==> config.mk <==
export PLATFORM = sky130hd
export DESIGN_NAME = kflp_ram
export DESIGN_NICKNAME = d
export VERILOG_FILES = /design/src/rtl/kflp_pkg.sv /design/src/rtl/kflp_ram.sv
export SDC_FILE = /design/constraint.sdc
export NUM_CORES = 1
export LEC_CHECK = 0
export BUFFER_PORTS_ARGS = -buffer_cell sky130_fd_sc_hd__buf_2
export CAP_MARGIN = 25
export CELL_PAD_IN_SITES_DETAIL_PLACEMENT = 1
export CELL_PAD_IN_SITES_GLOBAL_PLACEMENT = 1
export CORE_AREA = 8 8 356 358
export DETAILED_ROUTE_END_ITERATION = 12
export DIE_AREA = 0 0 364 366
export PLACE_DENSITY = 0.79
export SLEW_MARGIN = 40
export SYNTH_ARGS = -nofsm -noshare
export SYNTH_HDL_FRONTEND = slang
export SYNTH_SLANG_ARGS = --single-unit
==> constraint.sdc <==
create_clock -name clock -period 31.5 [get_ports clock]
set_input_delay 4.725 -clock clock [delete_from_list [all_inputs] [get_ports clock]]
set_output_delay 4.725 -clock clock [all_outputs]
set_load 0.01 [all_outputs]
==> src/rtl/kflp_pkg.sv <==
// kflp_pkg: shared types, codes and constants of the keyframe linear player
// depends on nothing; used by the ram, the divider, the top level and the checker
`default_nettype none

package kflp_pkg;

   // sizes
   localparam int unsigned MAX_KEYFRAMES_DEF = 8;
   localparam int unsigned CHANNELS          = 5;
   localparam int unsigned WORD_W            = 32;
   localparam int unsigned FRAME_W           = CHANNELS * WORD_W;
   localparam int unsigned STEPS_W           = 8;
   localparam logic [STEPS_W-1:0] STEPS_RESET = 8'd60;

   typedef logic signed [WORD_W-1:0] word_type;

   localparam word_type WORD_MAX = 32'sh7FFF_FFFF;
   localparam word_type WORD_MIN = 32'sh8000_0000;

   // item kinds
   localparam logic [1:0] KIND_TICK = 2'd0;
   localparam logic [1:0] KIND_SAVE = 2'd1;
   localparam logic [1:0] KIND_PLAY = 2'd2;

   // result status codes
   typedef enum logic [2:0] {
      STATUS_NONE    = 3'd0,
      STATUS_STARTED = 3'd1,
      STATUS_STOPPED = 3'd2,
      STATUS_ENDED   = 3'd3,
      STATUS_SAVED   = 3'd4,
      STATUS_FULL    = 3'd5
   } status_type;

   // sequencer states
   typedef enum logic [2:0] {
      ST_IDLE,
      ST_READ_A,
      ST_READ_B,
      ST_DIV_START,
      ST_DIV_WAIT,
      ST_DONE
   } seq_state_type;

   typedef struct packed {
      logic [1:0] kind;
      word_type   new_x;
      word_type   new_y;
      word_type   new_z;
      word_type   new_joint_angle;
      word_type   new_turn_angle;
   } req_payload_type;

   typedef struct packed {
      word_type   pose_x;
      word_type   pose_y;
      word_type   pose_z;
      word_type   joint_angle;
      word_type   turn_angle;
      logic       playing;
      logic [3:0] frames_stored;
      logic [2:0] segment;
      status_type status;
   } rsp_payload_type;

   typedef struct packed {
      logic [STEPS_W-1:0] steps_per_segment;
   } csr_payload_type;

endpackage

`default_nettype wire

==> src/rtl/kflp_ram.sv <==
// kflp_ram: generic single write port, single read port ram with registered read
// depends on kflp_pkg for default sizes
`default_nettype none

module kflp_ram #(
   parameter int unsigned WIDTH = kflp_pkg::FRAME_W,
   parameter int unsigned DEPTH = kflp_pkg::MAX_KEYFRAMES_DEF
) (
   input  wire logic                     clock,
   input  wire logic                     wr_en,
   input  wire logic [$clog2(DEPTH)-1:0] wr_addr,
   input  wire logic [WIDTH-1:0]         wr_data,
   input  wire logic                     rd_en,
   input  wire logic [$clog2(DEPTH)-1:0] rd_addr,
   output logic      [WIDTH-1:0]         rd_data
);

   logic [WIDTH-1:0] mem [DEPTH];

   // write port
   always_ff @(posedge clock) begin
      if (wr_en) begin
         mem[wr_addr] <= wr_data;
      end
   end

   // registered read port, holds its data while not enabled
   always_ff @(posedge clock) begin
      if (rd_en) begin
         rd_data <= mem[rd_addr];
      end
   end

endmodule

`default_nettype wire

==> results.json, run 1 <==
{
  "status": "complete, no violations",
  "cts_buffers": 148,
  "clock-skew-final_ns": 0.02538,
  "layout-drive-gt1-share_pct": 32.18,
  "h-tree-depth": 4,
  "finalMaxSlewViolations": 0,
  "firstDrtPassIters": 5,
  "clkLatencyLatePin_ns": 0.78,
  "hold_class": "reg2reg",
  "synthesis.nets": 2192,
  "cp_data_required_time_ns": 32.01,
  "postSynthCellCount": 2023,
  "worst_slew_pin_slew_ns": 0.8357,
  "worst-path-stages": 5,
  "fin_setup_tns_ns": 0,
  "vias": 23095,
  "static-leakage-power_nw": 20.76,
  "period_minus_slack_ns": 7.182,
  "die_w_um": 364,
  "drc_errors": 0,
  "dieArea_um2": 133200,
  "overflow": 0,
  "total_power_mw": 4.118,
  "hold_depth": 2,
  "design.core.area_um2": 120900,
  "path_clk_slew_ns": 0.06,
  "ir_worst_vdd_uv": 56.00,
  "syn_area_um2": 53930,
  "cp-start-kind": "input pin",
  "root_buffer": "clkbuf_16",
  "die_y_um": 366,
  "cts_tree": "yes",
  "crit_arrival_ns": 7.69,
  "grt_pass1_vias": 25295,
  "setup_viol": 0,
  "ys_seq_elements": 1440,
  "wirelength_um": 118500,
  "dp_hpwl_um": 65810,
  "post_cts_buffers": 0,
  "timing.final.hold_violations": 0,
  "drtIter0Drc": 1700,
  "cap_viol_max_count": 0,
  "rsz0062_at_grt": "false",
  "ant_nets": 0,
  "cp_cell_sequence": "buf_8 -> buf_4 -> buf_6 -> mux4_1 -> mux2_2",
  "cp_top_family": "buffers and inverters",
  "syn_to_final_growth_pct": 15.62,
  "crit_slowest_cell": "buf_4",
  "crit_fanout": 69,
  "start_util_pct": 44.60,
  "slowest_delay_ns": 0.73,
  "crit_path_end_kind": "flop",
  "wl_per_cell_um": 28.15,
  "pwr_density_cell_nw_per_um2": 66.05,
  "period_share_pct": 22.80,
  "pin_count": 329,
  "post_cts_resized": 0,
  "reg2regPathDepth": 2,
  "clock-sinks": 1440,
  "fmax_mhz": 139.2,
  "path_buf_inv": 3,
  "clock_path_buffers": 3,
  "slew_headroom_pct": 44.29,
  "grt_max_degree": 74,
  "grt_usage_pct": 17.52,
  "ys_types": 14,
  "fin_nets": 2619,
  "gp_congestion": 0.7148,
  "rows": 128,
  "postCtsHoldBufs": 0,
  "port-buffer-count": 328,
  "grt_first_pass_wirelength_um": 170900,
  "yosys_warnings": 0,
  "synth_area_per_cell_um2": 26.66,
  "via_per_inst": 5.484,
  "ys_seq_area_share_pct": 80.18,
  "critPathKind": "in2reg",
  "antenna_found_initial": 37
}
[cells by family after synthesis]
family                 Yosys count  share of synthesized area [%]
multiplexers                   480                          18.35
buffers and inverters           90                          1.362
AND/OR/NAND/NOR                 13                         0.1091
flip-flops                    1440                          80.18
[stage by stage]
| step | instances | hold slack (ns) | cell area, um^2 | utilization, % | setup WS (ns) |
|---|---|---|---|---|---|
| after CTS | 4189 | 0.7461 | 62290 | 51.52 | 24.20 |
| after floorplan | 2023 | 0.7162 | 53930 | - | 14.88 |
| final | 4211 | 0.7394 | 62350 | 51.57 | 24.32 |
| after detailed placement | 3925 | 0.7357 | 57540 | 47.58 | 23.36 |
| after global placement | 3918 | 0.7210 | 57250 | 47.35 | 23.40 |
| after global routing | 4198 | 0.7613 | 62320 | 51.54 | 24.20 |
[power by group]
| part | total [mW] | switching (mW) | internal (mW) |
|---|---|---|---|
| sequential | 2.21 | 0.0228 | 2.19 |
| combinational | 0.201 | 0.112 | 0.0893 |
| clock | 1.70 | 0.727 | 0.977 |
| total | 4.12 | 0.861 | 3.26 |
[placed cells by master (no fill, tap or decap)]
| cell | count |
|---|---|
| nor3_2 | 2 |
| buf_2 | 324 |
| buf_8 | 2 |
| clkinv_16 | 3 |
| buf_4 | 5 |
| edfxtp_1 | 1440 |
| buf_16 | 7 |
| clkinvlp_4 | 4 |
| inv_16 | 3 |
| clkbuf_16 | 151 |
| bufinv_16 | 12 |
| buf_6 | 23 |
| clkbuf_1 | 19 |
| clkbuf_8 | 1 |
| mux4_1 | 236 |
| inv_6 | 3 |
| nand2_1 | 2 |
| clkinv_4 | 5 |
| clkinv_2 | 22 |
| diode_2 | 22 |
| nand2b_1 | 3 |
| mux4_2 | 84 |
| mux2_2 | 160 |
| clkinv_1 | 39 |
| clkinv_8 | 4 |
| nor2_4 | 6 |
| buf_12 | 4 |
[cell type report]
| class | count | area, um^2 |
|---|---|---|
| diodes | 22 | 55.05 |
| clock buffers | 169 | 3825 |
| clock inverters | 95 | 932.1 |
| fillers | 10325 | 58560 |
| multi-input cells | 493 | 10010 |
| flip-flops and latches | 1440 | 43240 |
| well taps | 1625 | 2033 |
| repair buffers | 367 | 2260 |
[metal layers]
metal | global-route usage (%) | part of all wire, % | routed length (um)
met3 | 4.073 | 5.4 | 6445
met2 | 31.01 | 53 | 62330
met1 | 21.05 | 39 | 46550
met5 | 0 | 0.046 | 54
met4 | 5.988 | 2.7 | 3165
[worst register-to-register path, cell delays in order, from the launching register on]
cell and delay, ns:
edfxtp_1 0.43, mux4_1 0.55, mux2_2 0.28
[flip-flops by register name, indices dropped and copies added, names as in the netlist]
signal   flops
mem       1280
rd_data    160
[worst paths after layout]
kind	start	to	slack [ns]
worst max-delay path	rd_addr[0]	rd_data[73]$_DFFE_PP_	24.32
worst min-delay path	mem[2][71]$_DFFE_PP_	rd_data[71]$_DFFE_PP_	0.74
worst max register to register	mem[3][26]$_DFFE_PP_	rd_data[26]$_DFFE_PP_	29.99
worst min register to register	mem[2][71]$_DFFE_PP_	rd_data[71]$_DFFE_PP_	0.74
[cell usage after synthesis]
cell      number  area (um^2)
buf_1          8        30.03
buf_12         3        60.06
buf_2          8        40.04
buf_6          3        33.78
buf_8         28        420.4
clkbuf_1      40        150.1
edfxtp_1    1440        43240
mux2_2       160         1802
mux4_1       236         6201
mux4_2        84         1892
nand2_1        2        7.510
nand2b_1       3        18.77
nor2_1         6        22.52
nor3_1         2        10.01
Note: power is estimated with default switching activity, not from simulation.
==> run 2: changes to the inputs <==
--- a/config.mk
+++ b/config.mk
@@ -12,7 +12,7 @@
 export CORE_AREA = 8 8 356 358
 export DETAILED_ROUTE_END_ITERATION = 12
 export DIE_AREA = 0 0 364 366
-export PLACE_DENSITY = 0.79
+export PLACE_DENSITY = 0.82
 export SLEW_MARGIN = 40
 export SYNTH_ARGS = -nofsm -noshare
 export SYNTH_HDL_FRONTEND = slang
==> constraint.sdc (replaced) <==
create_clock -name clock -period 5.8 [get_ports clock]
set_input_delay 0.87 -clock clock [delete_from_list [all_inputs] [get_ports clock]]
set_output_delay 0.87 -clock clock [all_outputs]
set_load 0.01 [all_outputs]
==> run 2 against run 1 <==
Net effect: die area did not move; hold slack worse by 0.39 ns; critical path depth decreased by 1; final area about the same; global-route usage grew 0.21 points; core utilization is essentially flat.
==> results.json, run 2 (synthesis gave the netlist of run 1 again) <==
{
  "fin_ws_ns": 3.198,
  "clock_path_buffers": 3,
  "die_w_um": 364,
  "clock-skew-final_ns": 0.02875,
  "min-delay-start": "wr_data[1]",
  "cts_tree": "yes",
  "dieArea_um2": 133200,
  "hold_depth": 1,
  "worst_slew_pin_slew_ns": 0.9722,
  "period_minus_slack_ns": 2.602,
  "grt_first_pass_wirelength_um": 173000,
  "clock_power_share_pct": 41.5,
  "pre_cts_slack_ns": 2.431,
  "cp_cell_sequence": "buf_8 -> buf_4 -> mux4_1 -> mux2_2",
  "h-tree-depth": 4,
  "postPlaceCellArea_um2": 57500,
  "pin_count": 329,
  "pwr_density_cell_nw_per_um2": 359.8,
  "via_per_inst": 5.489,
  "hold_class": "in2reg",
  "final_cell_mix": "edfxtp_1 (1,440), buf_2 (324), mux4_1 (236), mux2_2 (160), clkbuf_16 (151)",
  "reg2regPathDepth": 2,
  "port-buffer-count": 328,
  "overflow": 0,
  "layout-drive-gt1-share_pct": 32.20,
  "die_y_um": 366,
  "regArea_um2": 43240,
  "post_cts_buffers": 0,
  "switching_share_pct": 21.14,
  "crit_fanout": 63,
  "drtIter0Drc": 1660,
  "ir_worst_vdd_uv": 322.1,
  "power_frac_comb_pct": 4.9,
  "path_clk_slew_ns": 0.06,
  "p_int_mw": 17.70,
  "top_regs": "mem (1280), rd_data (160)",
  "fin_setup_tns_ns": 0,
  "slew_headroom_pct": 35.19,
  "clock-sinks": 1440,
  "largest_register_ffs": 1280,
  "final_area_um2": 62390,
  "multi_input_area_um2": 10020,
  "wl_per_cell_um": 28.36,
  "path_buf_inv": 2,
  "grt_usage_pct": 17.74,
  "period_share_pct": 44.86,
  "p_sw_mw": 4.746,
  "vias": 23132,
  "slowest_delay_ns": 0.69,
  "fill_cells": 10256,
  "static-leakage-power_nw": 20.76,
  "reg2reg_from": "mem[4][74]$_DFFE_PP_",
  "seq_power_share_pct": 53.5,
  "rsz0062_at_grt": "false",
  "fin_nets": 2613,
  "total_power_mw": 22.45,
  "syn_to_final_growth_pct": 15.70,
  "wirelength_um": 119500,
  "cp_top_family": "buffers and inverters",
  "setup_viol": 0,
  "cts_buffers": 149,
  "fmax_mhz": 384.4,
  "rows": 128,
  "status": "complete, no violations",
  "crit_arrival_ns": 3.12,
  "crit_path_end_kind": "flop",
  "regMostFlops": "mem",
  "ant_nets": 0,
  "timing.final.hold_violations": 0,
  "grt_pass1_vias": 25661,
  "final_common_cell": "edfxtp_1",
  "cp_data_required_time_ns": 6.32,
  "start_util_pct": 44.60,
  "root_buffer": "clkbuf_16",
  "clkLatencyLatePin_ns": 0.79,
  "antenna_found_initial": 32,
  "grt_max_degree": 105,
  "final_util_pct": 51.60,
  "hold_path_end": "mem[6][1]$_DFFE_PP_",
  "crit_slowest_cell": "mux4_1",
  "drc_errors": 0,
  "dp_hpwl_um": 62670,
  "r2r-end": "rd_data[74]$_DFFE_PP_",
  "design.core.area_um2": 120900,
  "gp_congestion": 0.6916,
  "postCtsHoldBufs": 0,
  "finalMaxSlewViolations": 0,
  "cp-start-kind": "input pin",
  "critPathKind": "in2reg",
  "cap_viol_max_count": 0,
  "firstDrtPassIters": 5,
  "post_cts_resized": 0,
  "r2r_setup_slack_ns": 4.26
}
==> run 2: changes by cell type in the layout (fill, tap and decap cells not counted), sizes merged <==
cell,before,now
buf,365,358
clkbuf,171,177
inv,6,11
clkinvlp,4,7
clkinv,73,71
bufinv,12,11
diode,22,21
==> run 2: final cells by class <==
type	count	area share, %
well taps	1625	3.259
clock buffers	175	6.200
clock inverters	100	1.512
diodes	21	0.08422
multi-input cells	493	16.06
repair buffers	360	3.581
flip-flops and latches	1440	69.30
==> run 2: per-layer routing <==
layer	vias to the layer above	routed length (um)	part of all wire (%)	global-route usage (%)
li1	9851	-	-	-
met1	12374	46210	39	21.32
met2	718	61880	52	31.08
met3	169	8673	7.3	4.886
met4	20	2589	2.2	5.457
met5	-	138	0.12	0
==> run 2: power groups by stage <==
stage / sequential [mW] / clock, mW / combinational [mW]
final: 12.0 / 9.33 / 1.10
after CTS: 12.0 / 9.55 / 1.13
after floorplan: 12.3 / 0 / 0.593
after detailed placement: 12.2 / 0 / 1.12
after global placement: 12.2 / 0 / 1.05
after global routing: 12.0 / 9.88 / 1.19
==> run 2: how the worst max path moves through the flow <==
stage | startpoint | to | slack (ns) | cells past startpoint
floorplan | wr_addr[2] | mem[1][0]$_DFFE_PP_ | -2.60 | 2
global placement | rd_addr[0] | rd_data[29]$_DFFE_PP_ | 2.53 | 4
detailed placement | rd_addr[0] | rd_data[60]$_DFFE_PP_ | 2.43 | 4
CTS | rd_addr[0] | rd_data[47]$_DFFE_PP_ | 3.24 | 4
global route | rd_addr[0] | rd_data[47]$_DFFE_PP_ | 3.16 | 4
finish | rd_addr[0] | rd_data[47]$_DFFE_PP_ | 3.20 | 4
==> run 2: stage by stage <==
stage	std cells	hold slack [ns]
after CTS	4192	0.2665
final	4214	0.3541
after floorplan	2023	0.7162
after global placement	3916	0.7203
after global routing	4201	0.3097
after detailed placement	3917	0.7341
==> run 2: worst reg2reg max path: stages (launching register included) <==
cell      delay (ns)
edfxtp_1        0.45
mux4_1          0.56
mux2_2          0.28
