$ cat src/rtl/kflp_pkg.sv
// kflp_pkg: shared types, codes and constants of the keyframe linear player
// depends on nothing; used by the ram, the divider, the top level and the checker
`default_nettype none

package kflp_pkg;

   // sizes
   localparam int unsigned MAX_KEYFRAMES_DEF = 8;
   localparam int unsigned CHANNELS          = 5;
   localparam int unsigned WORD_W            = 32;
   localparam int unsigned FRAME_W           = CHANNELS * WORD_W;
   localparam int unsigned STEPS_W           = 8;
   localparam logic [STEPS_W-1:0] STEPS_RESET = 8'd60;

   typedef logic signed [WORD_W-1:0] word_type;

   localparam word_type WORD_MAX = 32'sh7FFF_FFFF;
   localparam word_type WORD_MIN = 32'sh8000_0000;

   // item kinds
   localparam logic [1:0] KIND_TICK = 2'd0;
   localparam logic [1:0] KIND_SAVE = 2'd1;
   localparam logic [1:0] KIND_PLAY = 2'd2;

   // result status codes
   typedef enum logic [2:0] {
      STATUS_NONE    = 3'd0,
      STATUS_STARTED = 3'd1,
      STATUS_STOPPED = 3'd2,
      STATUS_ENDED   = 3'd3,
      STATUS_SAVED   = 3'd4,
      STATUS_FULL    = 3'd5
   } status_type;

   // sequencer states
   typedef enum logic [2:0] {
      ST_IDLE,
      ST_READ_A,
      ST_READ_B,
      ST_DIV_START,
      ST_DIV_WAIT,
      ST_DONE
   } seq_state_type;

   typedef struct packed {
      logic [1:0] kind;
      word_type   new_x;
      word_type   new_y;
      word_type   new_z;
      word_type   new_joint_angle;
      word_type   new_turn_angle;
   } req_payload_type;

   typedef struct packed {
      word_type   pose_x;
      word_type   pose_y;
      word_type   pose_z;
      word_type   joint_angle;
      word_type   turn_angle;
      logic       playing;
      logic [3:0] frames_stored;
      logic [2:0] segment;
      status_type status;
   } rsp_payload_type;

   typedef struct packed {
      logic [STEPS_W-1:0] steps_per_segment;
   } csr_payload_type;

endpackage

`default_nettype wire

$ cat src/rtl/kflp_div.sv
// kflp_div: serial radix-2 divider, signed 33-bit difference by unsigned 8-bit divisor
// truncates toward zero and saturates to 32 bits; depends on kflp_pkg
`default_nettype none

module kflp_div (
   input  wire logic                        clock,
   input  wire logic                        reset,
   input  wire logic                        start,
   input  wire logic signed [kflp_pkg::WORD_W:0] dividend,
   input  wire logic [kflp_pkg::STEPS_W-1:0]     divisor,
   output logic                             done,
   output kflp_pkg::word_type               quotient
);
   import kflp_pkg::*;

   localparam int unsigned CNT_W = $clog2(WORD_W);

   logic               busy_ff, busy_in;
   logic               done_ff, done_in;
   logic [CNT_W-1:0]   cnt_ff, cnt_in;
   logic               neg_ff, neg_in;
   logic [STEPS_W-1:0] dvs_ff, dvs_in;
   logic [STEPS_W-1:0] rem_ff, rem_in;
   logic [WORD_W-1:0]  quo_ff, quo_in;

   logic signed [WORD_W:0] neg_dividend;
   logic [WORD_W-1:0]      mag;
   logic [STEPS_W:0]       rem_shift;
   logic [STEPS_W:0]       rem_diff;
   logic                   take;
   logic signed [WORD_W:0] q_ext;

   // magnitude of the dividend; a difference of two words fits 32 bits unsigned
   assign neg_dividend = -dividend;
   assign mag = dividend[WORD_W] ? neg_dividend[WORD_W-1:0] : dividend[WORD_W-1:0];

   // one restoring step per cycle
   assign rem_shift = {rem_ff, quo_ff[WORD_W-1]};
   assign rem_diff  = rem_shift - {1'b0, dvs_ff};
   assign take      = (rem_shift >= {1'b0, dvs_ff});

   always_comb begin
      busy_in = busy_ff;
      done_in = 1'b0;
      cnt_in  = cnt_ff;
      neg_in  = neg_ff;
      dvs_in  = dvs_ff;
      rem_in  = rem_ff;
      quo_in  = quo_ff;
      if (start) begin
         busy_in = 1'b1;
         cnt_in  = CNT_W'(WORD_W - 1);
         neg_in  = dividend[WORD_W];
         dvs_in  = divisor;
         rem_in  = '0;
         quo_in  = mag;
      end else if (busy_ff) begin
         rem_in = take ? rem_diff[STEPS_W-1:0] : rem_shift[STEPS_W-1:0];
         quo_in = {quo_ff[WORD_W-2:0], take};
         if (cnt_ff == '0) begin
            busy_in = 1'b0;
            done_in = 1'b1;
         end else begin
            cnt_in = cnt_ff - 1'b1;
         end
      end
   end

   // control registers
   always_ff @(posedge clock) begin
      if (reset) begin
         busy_ff <= 1'b0;
         done_ff <= 1'b0;
         cnt_ff  <= '0;
      end else begin
         busy_ff <= busy_in;
         done_ff <= done_in;
         cnt_ff  <= cnt_in;
      end
   end

   // datapath registers
   always_ff @(posedge clock) begin
      neg_ff <= neg_in;
      dvs_ff <= dvs_in;
      rem_ff <= rem_in;
      quo_ff <= quo_in;
   end

   // sign restore and saturation
   assign q_ext = neg_ff ? -$signed({1'b0, quo_ff}) : $signed({1'b0, quo_ff});
   always_comb begin
      if (q_ext[WORD_W] != q_ext[WORD_W-1]) begin
         quotient = q_ext[WORD_W] ? WORD_MIN : WORD_MAX;
      end else begin
         quotient = q_ext[WORD_W-1:0];
      end
   end

   assign done = done_ff;

endmodule

`default_nettype wire

$ cat config.mk
export PLATFORM = sky130hd
export DESIGN_NAME = kflp_div
export DESIGN_NICKNAME = d
export VERILOG_FILES = /design/src/rtl/kflp_pkg.sv /design/src/rtl/kflp_div.sv
export SDC_FILE = /design/constraint.sdc
export NUM_CORES = 1
export LEC_CHECK = 0
export ABC_AREA = 0
export BUFFER_PORTS_ARGS = -buffer_cell sky130_fd_sc_hd__buf_2
export CAP_MARGIN = 10
export CORE_UTILIZATION = 38
export CTS_BUF_LIST = sky130_fd_sc_hd__clkbuf_4 sky130_fd_sc_hd__clkbuf_8
export CTS_CLUSTER_DIAMETER = 120
export DETAILED_ROUTE_END_ITERATION = 7
export GPL_ROUTABILITY_DRIVEN = 0
export PLACE_DENSITY_LB_ADDON = 0.08
export SYNTH_ARGS = -nofsm -noshare
export SYNTH_HDL_FRONTEND = slang
export SYNTH_SLANG_ARGS = --single-unit
$ cat constraint.sdc
create_clock -name clock -period 8.53 [get_ports clock]
set_clock_uncertainty 0.2 [all_clocks]
set_input_delay 1.2795 -clock clock [delete_from_list [all_inputs] [get_ports clock]]
set_output_delay 1.2795 -clock clock [all_outputs]
set_load 0.005 [all_outputs]
==> impl_metrics.env, run 1 <==
export IMPL_dieArea_um2=11400
export IMPL_syn_avg_cell_area_um2=8.79
export IMPL_cts_tree="done"
export IMPL_power_density_nw_per_um2=166
export IMPL_yosysMostFrequentCell="a21oi_1"
export IMPL_yosysSeqAreaShare_pct=36.6
export IMPL_fin_tns_setup_ns=0
export IMPL_cts_setup_buffers=0
export IMPL_wl_mm=10.5
export IMPL_p_seq_share_pct=45.7
export IMPL_htreeDepth=2
export IMPL_n_fill_cell=1067
export IMPL_place_area_um2=4670
export IMPL_clock_sinks=56
export IMPL_max_stage_delay_ns=0.60
export IMPL_fmax_ghz=0.203
export IMPL_cts_hold_buffers=0
export IMPL_ys_ff_latch=56
export IMPL_worstSetupPathType="reg2out"
export IMPL_stdcell_count=679
export IMPL_wire_per_inst_um=15.5
export IMPL_synth_edf_count=41
export IMPL_netlist_top_cells_count="a21oi_1, xor2_1, nor2_1"
export IMPL_ios=77
export IMPL_combPwrFrac_pct=32.2
export IMPL_power_internal_mw=0.528
export IMPL_netlist_area_leader_share_pct=29.4
export IMPL_swShare_pct=33.4
export IMPL_start_util_pct=39.8
export IMPL_clk_path_buf_depth=2
export IMPL_synth_top_family_by_area="compound AO/OA/AOI/OAI gates"
export IMPL_finalCritPeriodShare_pct=57.9
export IMPL_hold_violations=0
export IMPL_fin_crit_ns=4.94
export IMPL_root_buffer="clkbuf_8"
export IMPL_overflow=0
export IMPL_portBuffers=76
export IMPL_die_h_um=107
export IMPL_path_clk_slew_ns=0.10
export IMPL_coreArea_um2=10500
export IMPL_leakage_nw=1.87
export IMPL_hold_path_class="reg2reg"
export IMPL_synth_ff_type="edfxtp_1"
export IMPL_grt_max_degree=84
export IMPL_via_per_inst=5.41
export IMPL_multi_input_area_um2=2480
export IMPL_worst_slew_pin_slew_ns=1.02
export IMPL_synth_area_leaders="edfxtp_1, xor2_1, a21oi_1"
export IMPL_cp_start_kind="flip-flop"
export IMPL_cp_common_cell="or4_1"
export IMPL_drc=0
export IMPL_synth_xor_area_share_pct=13.6
export IMPL_synth_top_area_cell="edfxtp_1"
export IMPL_drtPass1Iterations=4
export IMPL_finish_net_count=599
export IMPL_r2r_worst_path_cells=8
export IMPL_synth_area_um2=4190
export IMPL_area_growth_pct=14.3
export IMPL_status="finished, final reports clean"
export IMPL_utilization_pct=45.5
export IMPL_crit_chain="or4_1 > or4_1 > o41ai_2 > xnor2_1 > nor2_4 > o21ai_0 > buf_2"
export IMPL_worstSetupStartpoint="quo_ff[21]"
export IMPL_synthSimpleGateAreaFrac_pct=18.4
export IMPL_syn_nets=533
export IMPL_grt_pass1_wl_mm=17.0
export IMPL_synth_async_sr_flop_share_pct=0
export IMPL_ys_types=55
export IMPL_synthMuxAreaShare_pct=0.747
export IMPL_setup_viol=0
export IMPL_switching_power_mw=0.265
export IMPL_rsz0062_at_grt="false"
export IMPL_cts_buffers_inserted=5
export IMPL_slew_headroom_pct=32.2
export IMPL_antenna_found_initial=0
export IMPL_grt_pass1_vias=3431
export IMPL_die_x_um=107
export IMPL_final_cell_area_um2=4780
export IMPL_maxCapViolations=0
export IMPL_antenna_cells=0
export IMPL_dp_final_hpwl_mm=7.57
export IMPL_vias=3675
export IMPL_slowest_stage="or4_1"
export IMPL_r2r_end="rem_ff[0]"
export IMPL_cp_arrival_ns=3.46
export IMPL_r2r_start="quo_ff[31]"
export IMPL_drive_gt1_share_pct=18.4
export IMPL_drt_iter0_markers=179
export IMPL_rows=37
export IMPL_yosysWarningCount=0
export IMPL_clock_power_share_pct=22.1
export IMPL_setup_worst_path_end="quotient[24]"
export IMPL_grt_usage_pct=18.7
export IMPL_reg2reg_slack_ns=5.58
export IMPL_final_seq_area_um2=1530
export IMPL_synth_fa_ha_area_share_pct=5.02
export IMPL_critical_path_max_fanout=27
export IMPL_cp_end_kind="output pin"
export IMPL_total_power_mw=0.794
export IMPL_synthCells=476
export IMPL_synth_compound_area_share_pct=21.5
export IMPL_slew_viol_final=0
export IMPL_dp_cells=671
export IMPL_drtAntennaViolNets=0
export IMPL_cp_required_ns=7.05
export IMPL_cts_resized=0
export IMPL_irDropWorstVdd_mv=0.0733
export IMPL_clock_latency_ns=0.31
[metrics by stage]
step	hold WS, ns	setup slack (ns)
after floorplan	0.255	4.35
after global placement	0.290	3.99
after detailed placement	0.296	3.93
after CTS	0.314	3.56
after global routing	0.341	3.33
final	0.314	3.59
[flip-flops by register name, summed over array words and instances (netlist names)]
| signal | flops |
|---|---|
| quo_ff | 32 |
| dvs_ff | 8 |
| rem_ff | 8 |
| cnt_ff | 5 |
| busy_ff | 1 |
| done | 1 |
| neg_ff | 1 |
[cell usage in the layout, fill, tap and decap left out, types with 2 or more instances in the layout]
master / synthesis / final
xnor2_1: 10 / 10
nor4_1: 8 / 8
nand2b_1: 3 / 3
a211oi_1: 2 / 2
nand4_1: 3 / 3
buf_4: 0 / 5
edfxtp_1: 41 / 41
xor2_1: 55 / 55
nand3_1: 14 / 14
or2_2: 3 / 3
a311oi_1: 4 / 4
dfxtp_1: 15 / 15
inv_1: 18 / 18
maj3_1: 4 / 4
a311o_1: 2 / 2
o41ai_1: 7 / 7
mux2i_1: 2 / 2
ha_1: 12 / 12
nor3_1: 8 / 8
buf_2: 3 / 76
nor2_1: 48 / 48
and2_1: 3 / 3
or3_1: 8 / 8
o21ai_0: 26 / 26
o21a_1: 4 / 4
a21oi_1: 63 / 63
and3_1: 3 / 3
o31a_1: 2 / 2
o31ai_1: 20 / 20
nor2b_1: 7 / 7
or4_1: 10 / 10
nand2_1: 27 / 27
clkbuf_8: 0 / 5
[worst max-delay path, delay by kind of cell (launching register included)]
family | cells | cell delay (ns)
simple gates | 3 | 1.72
compound gates | 2 | 0.56
flops | 1 | 0.44
xor+xnor | 1 | 0.27
buf+inv | 1 | 0.15
[routing by layer]
layer / GRT usage [%] / wire length, µm
met2: 28.1 / 4510
met4: 4.40 / 110
met5: 0 / 0
met3: 2.43 / 435
met1: 28.1 / 5440
[logic make-up after synthesis]
| family | after synthesis |
|---|---|
| adders and majority gates | 17 |
| xor gates and xnor gates | 65 |
| DFF | 56 |
| buffers and inverters | 41 |
| AOI/OAI and AO/OA | 142 |
| and+or+nand+nor | 152 |
| muxes | 3 |
[power by group through the flow]
stage	Clock, mW	Sequential (mW)	Combinational, mW
after floorplan	0	0.356	0.174
after global placement	0	0.368	0.253
after detailed placement	0	0.368	0.255
final	0.175	0.363	0.256
after CTS	0.182	0.362	0.257
after global routing	0.192	0.368	0.288
[final cells by class]
| type | instances | share of cell area, % |
|---|---|---|
| clock buffer | 5 | 1.44 |
| clock inverter | 3 | 0.863 |
| sequential | 56 | 32.0 |
| tap | 136 | 3.56 |
| timing repair buffer | 81 | 8.74 |
| inverter | 19 | 1.49 |
| multi-input combinational | 379 | 51.9 |
[worst min path at each step]
stage               from   endpoint  slack (ns)  cells after the start
6_report       rem_ff[3]  rem_ff[4]        0.31                      2
5_1_grt        rem_ff[2]  rem_ff[2]        0.34                      2
4_1_cts        cnt_ff[0]  cnt_ff[0]        0.31                      1
3_5_place_dp   cnt_ff[0]  cnt_ff[0]        0.30                      1
3_3_place_gp   cnt_ff[0]  cnt_ff[0]        0.29                      1
2_1_floorplan  cnt_ff[0]  cnt_ff[0]        0.26                      1
Note: power is estimated with default switching activity, not from simulation.
==> run 2, diff against run 1 <==
==> constraint.sdc (replaced) <==
create_clock -name clock -period 4.6 [get_ports clock]
set_clock_uncertainty 0.2 [all_clocks]
set_input_delay 0.69 -clock clock [delete_from_list [all_inputs] [get_ports clock]]
set_output_delay 0.69 -clock clock [all_outputs]
set_load 0.005 [all_outputs]
==> run 2 against run 1 <==
  * Global-route usage increased by 0.94 points
  * Via count increased by 0.84%
  * Cell area rose by 0.58%
  * Clock-buffer cell count grew 1
  * First-iteration DRC count is 22% higher
  * Critical path depth did not move
  * Sequential cell count unchanged
  * Clock power up 96%
  * Sequential share of layout area fell by 0.18 points
  * Sequential power is 84% higher
  * Die area is the same
  * Critical endpoint unchanged
  * Largest power group unchanged
==> impl_metrics.env, run 2 (same netlist as run 1, synthesis figures left out) <==
export IMPL_status="finished, final reports clean"
export IMPL_dp_cells=673
export IMPL_cts_buffers_inserted=5
export IMPL_cp_end_kind="output pin"
export IMPL_cp_required_ns=3.71
export IMPL_cts_setup_buffers=0
export IMPL_grt_max_degree=83
export IMPL_grt_pass1_wl_mm=17.5
export IMPL_whs_path_depth=2
export IMPL_switching_power_mw=0.503
export IMPL_top_register="quo_ff"
export IMPL_via_per_inst=5.44
export IMPL_maxCapViolations=0
export IMPL_htreeDepth=2
export IMPL_critical_path_max_fanout=27
export IMPL_stdcell_count=681
export IMPL_finish_net_count=601
export IMPL_fin_ws_ns=0.218
export IMPL_finalCritPeriodShare_pct=95.3
export IMPL_cp_common_cell="or4_1"
export IMPL_drive_gt1_share_pct=18.9
export IMPL_slew_viol_final=0
export IMPL_hold_path_class="reg2reg"
export IMPL_clock_sinks=56
export IMPL_final_cell_area_um2=4810
export IMPL_grt_pass1_vias=3421
export IMPL_die_x_um=107
export IMPL_antenna_cells=0
export IMPL_grt_usage_pct=19.6
export IMPL_wl_mm=10.7
export IMPL_r2r_start="quo_ff[31]"
export IMPL_fin_tns_setup_ns=0
export IMPL_reg2reg_slack_ns=1.54
export IMPL_crit_chain="or4_1 > or4_1 > o41ai_2 > xnor2_2 > nor2_4 > o21ai_0 > buf_2"
export IMPL_r2r_worst_path_cells=8
export IMPL_path_clk_slew_ns=0.10
export IMPL_power_internal_mw=0.990
export IMPL_max_stage_delay_ns=0.60
export IMPL_cts_resized=0
export IMPL_worstSetupPathType="reg2out"
export IMPL_root_buffer="clkbuf_8"
export IMPL_clock_power_share_pct=22.9
export IMPL_wire_per_inst_um=15.7
export IMPL_cts_hold_buffers=0
export IMPL_fin_crit_ns=4.38
export IMPL_irDropWorstVdd_mv=0.206
export IMPL_dieArea_um2=11400
export IMPL_setup_worst_path_end="quotient[24]"
export IMPL_slew_headroom_pct=41.8
export IMPL_combPwrFrac_pct=32.3
export IMPL_critical_path_depth=7
export IMPL_largest_reg_flops=32
export IMPL_die_h_um=107
export IMPL_worstSetupStartpoint="quo_ff[21]"
export IMPL_drtAntennaViolNets=0
export IMPL_final_common_cell="buf_2"
export IMPL_slowest_stage="or4_1"
export IMPL_place_area_um2=4690
export IMPL_leakage_nw=1.89
export IMPL_clock_latency_ns=0.32
export IMPL_worst_slew_pin_slew_ns=0.867
export IMPL_cp_arrival_ns=3.49
export IMPL_start_util_pct=39.8
export IMPL_drt_iter0_markers=219
export IMPL_clk_path_buf_depth=2
export IMPL_final_cell_mix="buf_2, a21oi_1, xor2_1, nor2_1, edfxtp_1"
export IMPL_drtPass1Iterations=4
export IMPL_setup_viol=0
export IMPL_coreArea_um2=10500
export IMPL_area_growth_pct=14.9
export IMPL_p_seq_share_pct=44.7
export IMPL_dp_final_hpwl_mm=7.73
export IMPL_top_regs="quo_ff: 32 flops, dvs_ff: 8 flops, rem_ff: 8 flops"
export IMPL_rows=37
export IMPL_overflow=0
export IMPL_power_density_nw_per_um2=310
export IMPL_fmax_ghz=0.228
export IMPL_drc=0
export IMPL_hold_slack_ns=0.316
export IMPL_r2r_end="rem_ff[0]"
export IMPL_pre_cts_ws_ns=0.571
export IMPL_ios=77
export IMPL_cts_tree="done"
export IMPL_cp_top_family="simple AND/OR/NAND/NOR gates"
export IMPL_portBuffers=76
export IMPL_hold_violations=0
export IMPL_antenna_found_initial=0
export IMPL_worst_path_buf_inv=1
export IMPL_swShare_pct=33.7
export IMPL_cp_start_kind="flip-flop"
export IMPL_vias=3706
==> run 2: changes by cell type in the layout (fill, tap and decap cells not counted), sizes merged <==
cell / delta
buf: +2
clkbuf: +1
clkinv: -1
==> run 2: final cells by class <==
class                   instances  area (µm²)
clock buffers                   6        76.3
repair buffers                 83         433
flip-flops and latches         56        1530
multi-input cells             379        2490
inverters                      19        71.3
well taps                     136         170
clock inverters                 2        38.8
fillers                      1036        5700
==> run 2: power by group through the flow <==
stage	registers, mW	logic [mW]	clock network (mW)
final	0.668	0.483	0.343
after global routing	0.677	0.545	0.374
after CTS	0.667	0.483	0.353
after detailed placement	0.678	0.481	0
after global placement	0.676	0.474	0
after floorplan	0.661	0.323	0
==> run 2: routing by layer <==
layer  track usage, %  share of wire [%]  vias up
met3             2.67                4.7        9
met1             29.8                 52     1724
li1                 -                  -     1896
met5                0                  0        -
met4             5.19                1.2        0
met2             28.7                 42       77
==> run 2: how the worst min path moves through the flow <==
stage                           from        end
after floorplan            cnt_ff[0]  cnt_ff[0]
after global placement     cnt_ff[0]  cnt_ff[0]
after detailed placement   rem_ff[4]  rem_ff[4]
after CTS                  rem_ff[4]  rem_ff[4]
after global routing      divisor[0]  dvs_ff[0]
final                      rem_ff[3]  rem_ff[4]
==> run 2: worst register-to-register path, stage by stage, from the launching register on <==
cell and delay (ns):
edfxtp_1 0.55, inv_1 0.09, ha_1 0.30, nor2b_1 0.10, o21ai_0 0.11, a311o_1 0.38, o21ai_1 0.69, a211oi_1 0.18
a311o_1 0.36
==> run 2: per-stage QoR <==
| step | util, % | total power, mW |
|---|---|---|
| floorplan | - | 0.984 |
| finish | 45.8 | 1.49 |
| detailed placement | 44.6 | 1.16 |
| global route | 45.8 | 1.60 |
| global placement | 44.6 | 1.15 |
| CTS | 45.7 | 1.50 |
==> run 3, diff against run 2 <==
--- a/config.mk
+++ b/config.mk
@@ -13,7 +13,7 @@
 export CTS_CLUSTER_DIAMETER = 120
 export DETAILED_ROUTE_END_ITERATION = 7
 export GPL_ROUTABILITY_DRIVEN = 0
-export PLACE_DENSITY_LB_ADDON = 0.08
+export PLACE_DENSITY_LB_ADDON = 0.2
 export SYNTH_ARGS = -nofsm -noshare
 export SYNTH_HDL_FRONTEND = slang
 export SYNTH_SLANG_ARGS = --single-unit
==> run 3 against run 2 <==
  * Register-to-register slack improved by 0.07 ns
  * Wire length decreased by 3.8%
  * Sequential cell count unchanged
  * Core utilization decreased by 0.060 points
  * Clock power decreased by 2%
  * Combinational power decreased by 2%
  * Sequential share of layout area about the same
  * Final cell count unchanged
  * Non-clock buffer count unchanged
  * Hold slack improved by 0.0015 ns
  * Via count decreased by 0.54%
  * Critical endpoint is now quotient[0]
  * Largest cell class unchanged
==> impl_metrics.env, run 3 (same netlist as run 1, synthesis figures left out) <==
export IMPL_status="finished, final reports clean"
export IMPL_grt_pass1_wl_mm=16.6
export IMPL_finalCritPeriodShare_pct=94.4
export IMPL_utilization_pct=45.7
export IMPL_rsz0062_at_grt="false"
export IMPL_grt_pass1_vias=3382
export IMPL_final_cell_mix="buf_2, a21oi_1, xor2_1, nor2_1, edfxtp_1"
export IMPL_coreArea_um2=10500
export IMPL_cp_end_kind="output pin"
export IMPL_leakage_nw=1.88
export IMPL_dp_final_hpwl_mm=7.63
export IMPL_dieArea_um2=11400
export IMPL_clock_sinks=56
export IMPL_critical_path_max_fanout=27
export IMPL_worstSetupPathType="reg2out"
export IMPL_final_seq_area_um2=1530
export IMPL_htreeDepth=2
export IMPL_cts_setup_buffers=0
export IMPL_n_fill_cell=1013
export IMPL_crit_chain="or4_4 > or3_4 > or2_1 > o41ai_4 > nand2_4 > a21oi_1 > buf_2"
export IMPL_slowest_stage="o41ai_4"
export IMPL_vias=3686
export IMPL_drive_gt1_share_pct=18.7
export IMPL_power_density_nw_per_um2=308
export IMPL_worst_path_buf_inv=1
export IMPL_start_util_pct=39.8
export IMPL_wl_mm=10.3
export IMPL_slew_viol_final=0
export IMPL_clk_path_buf_depth=2
export IMPL_fin_crit_ns=4.34
export IMPL_max_stage_delay_ns=0.68
export IMPL_finish_net_count=601
export IMPL_drtPass1Iterations=4
export IMPL_fmax_ghz=0.230
export IMPL_cp_top_family="simple AND/OR/NAND/NOR gates"
export IMPL_setup_viol=0
export IMPL_overflow=0
export IMPL_irDropWorstVdd_mv=0.150
export IMPL_cp_required_ns=3.71
export IMPL_die_h_um=107
export IMPL_cts_hold_buffers=0
export IMPL_area_growth_pct=14.8
export IMPL_hold_path_class="reg2reg"
export IMPL_total_power_mw=1.48
export IMPL_largest_reg_flops=32
export IMPL_die_x_um=107
export IMPL_fin_tns_setup_ns=0
export IMPL_slew_headroom_pct=43.8
export IMPL_cts_buffers_inserted=5
export IMPL_cts_resized=0
export IMPL_cts_tree="done"
export IMPL_drt_iter0_markers=219
export IMPL_rows=37
export IMPL_antenna_found_initial=0
export IMPL_drtAntennaViolNets=0
export IMPL_maxCapViolations=0
export IMPL_grt_max_degree=83
export IMPL_portBuffers=76
export IMPL_drc=0
export IMPL_root_buffer="clkbuf_8"
export IMPL_hold_violations=0
export IMPL_final_common_cell="buf_2"
export IMPL_worst_slew_pin_slew_ns=0.837
export IMPL_cp_start_kind="flip-flop"
export IMPL_antenna_cells=0
export IMPL_top_register="quo_ff"
export IMPL_cp_arrival_ns=3.45
export IMPL_multi_input_area_um2=2480
export IMPL_grt_usage_pct=18.4
export IMPL_top_regs="quo_ff: 32 flops, dvs_ff: 8 flops, rem_ff: 8 flops"
export IMPL_path_clk_slew_ns=0.11
export IMPL_wire_per_inst_um=15.1
export IMPL_clock_latency_ns=0.32
export IMPL_ios=77
export IMPL_via_per_inst=5.41
==> run 3: final timing paths <==
| check | to | from | slack [ns] | depth (start not counted) |
|---|---|---|---|---|
| setup / recovery | quotient[0] | quo_ff[12] | 0.26 | 7 |
| hold / removal | rem_ff[3] | rem_ff[2] | 0.32 | 2 |
| hold reg to reg | rem_ff[3] | rem_ff[2] | 0.32 | 2 |
| setup reg to reg | rem_ff[0] | quo_ff[31] | 1.61 | 8 |
==> run 3: worst register-to-register path, stage by stage, from the launching register on <==
cell and delay (ns):
edfxtp_1 0.56, inv_1 0.08, ha_1 0.31, nor2b_1 0.11
o21ai_0 0.11, a311o_1 0.37, o21ai_1 0.61, a211oi_1 0.18
a311o_1 0.35
==> run 3: through the flow <==
step                      hold slack (ns)  setup slack, ns  std cells  cell area (µm²)
after global routing                0.311           0.0419        681             4800
after floorplan                     0.255             1.01        476             4190
final                               0.317            0.256        681             4800
after global placement              0.294            0.709        673             4690
after detailed placement            0.301            0.613        673             4690
after CTS                           0.321            0.250        681             4800
==> run 3: area by class of cell <==
cell class / instances / share of cell area (%)
multi-input combinational: 379 / 51.7
sequential: 56 / 31.9
timing repair buffer: 83 / 9.01
tap: 136 / 3.54
inverter: 19 / 1.48
clock buffer: 5 / 1.43
clock inverter: 3 / 0.990
==> run 3: per-layer routing <==
layer	wire (µm)	track usage [%]
met5	0	0
met4	157	5.38
met3	421	2.92
met2	4820	30.1
met1	4920	25.1
==> run 3: report_power, final <==
part           leakage (nW)  internal (mW)  switching [mW]
registers             0.526          0.609          0.0600
clock network        0.0583          0.164           0.173
logic                  1.30          0.208           0.263
total                  1.88          0.982           0.496
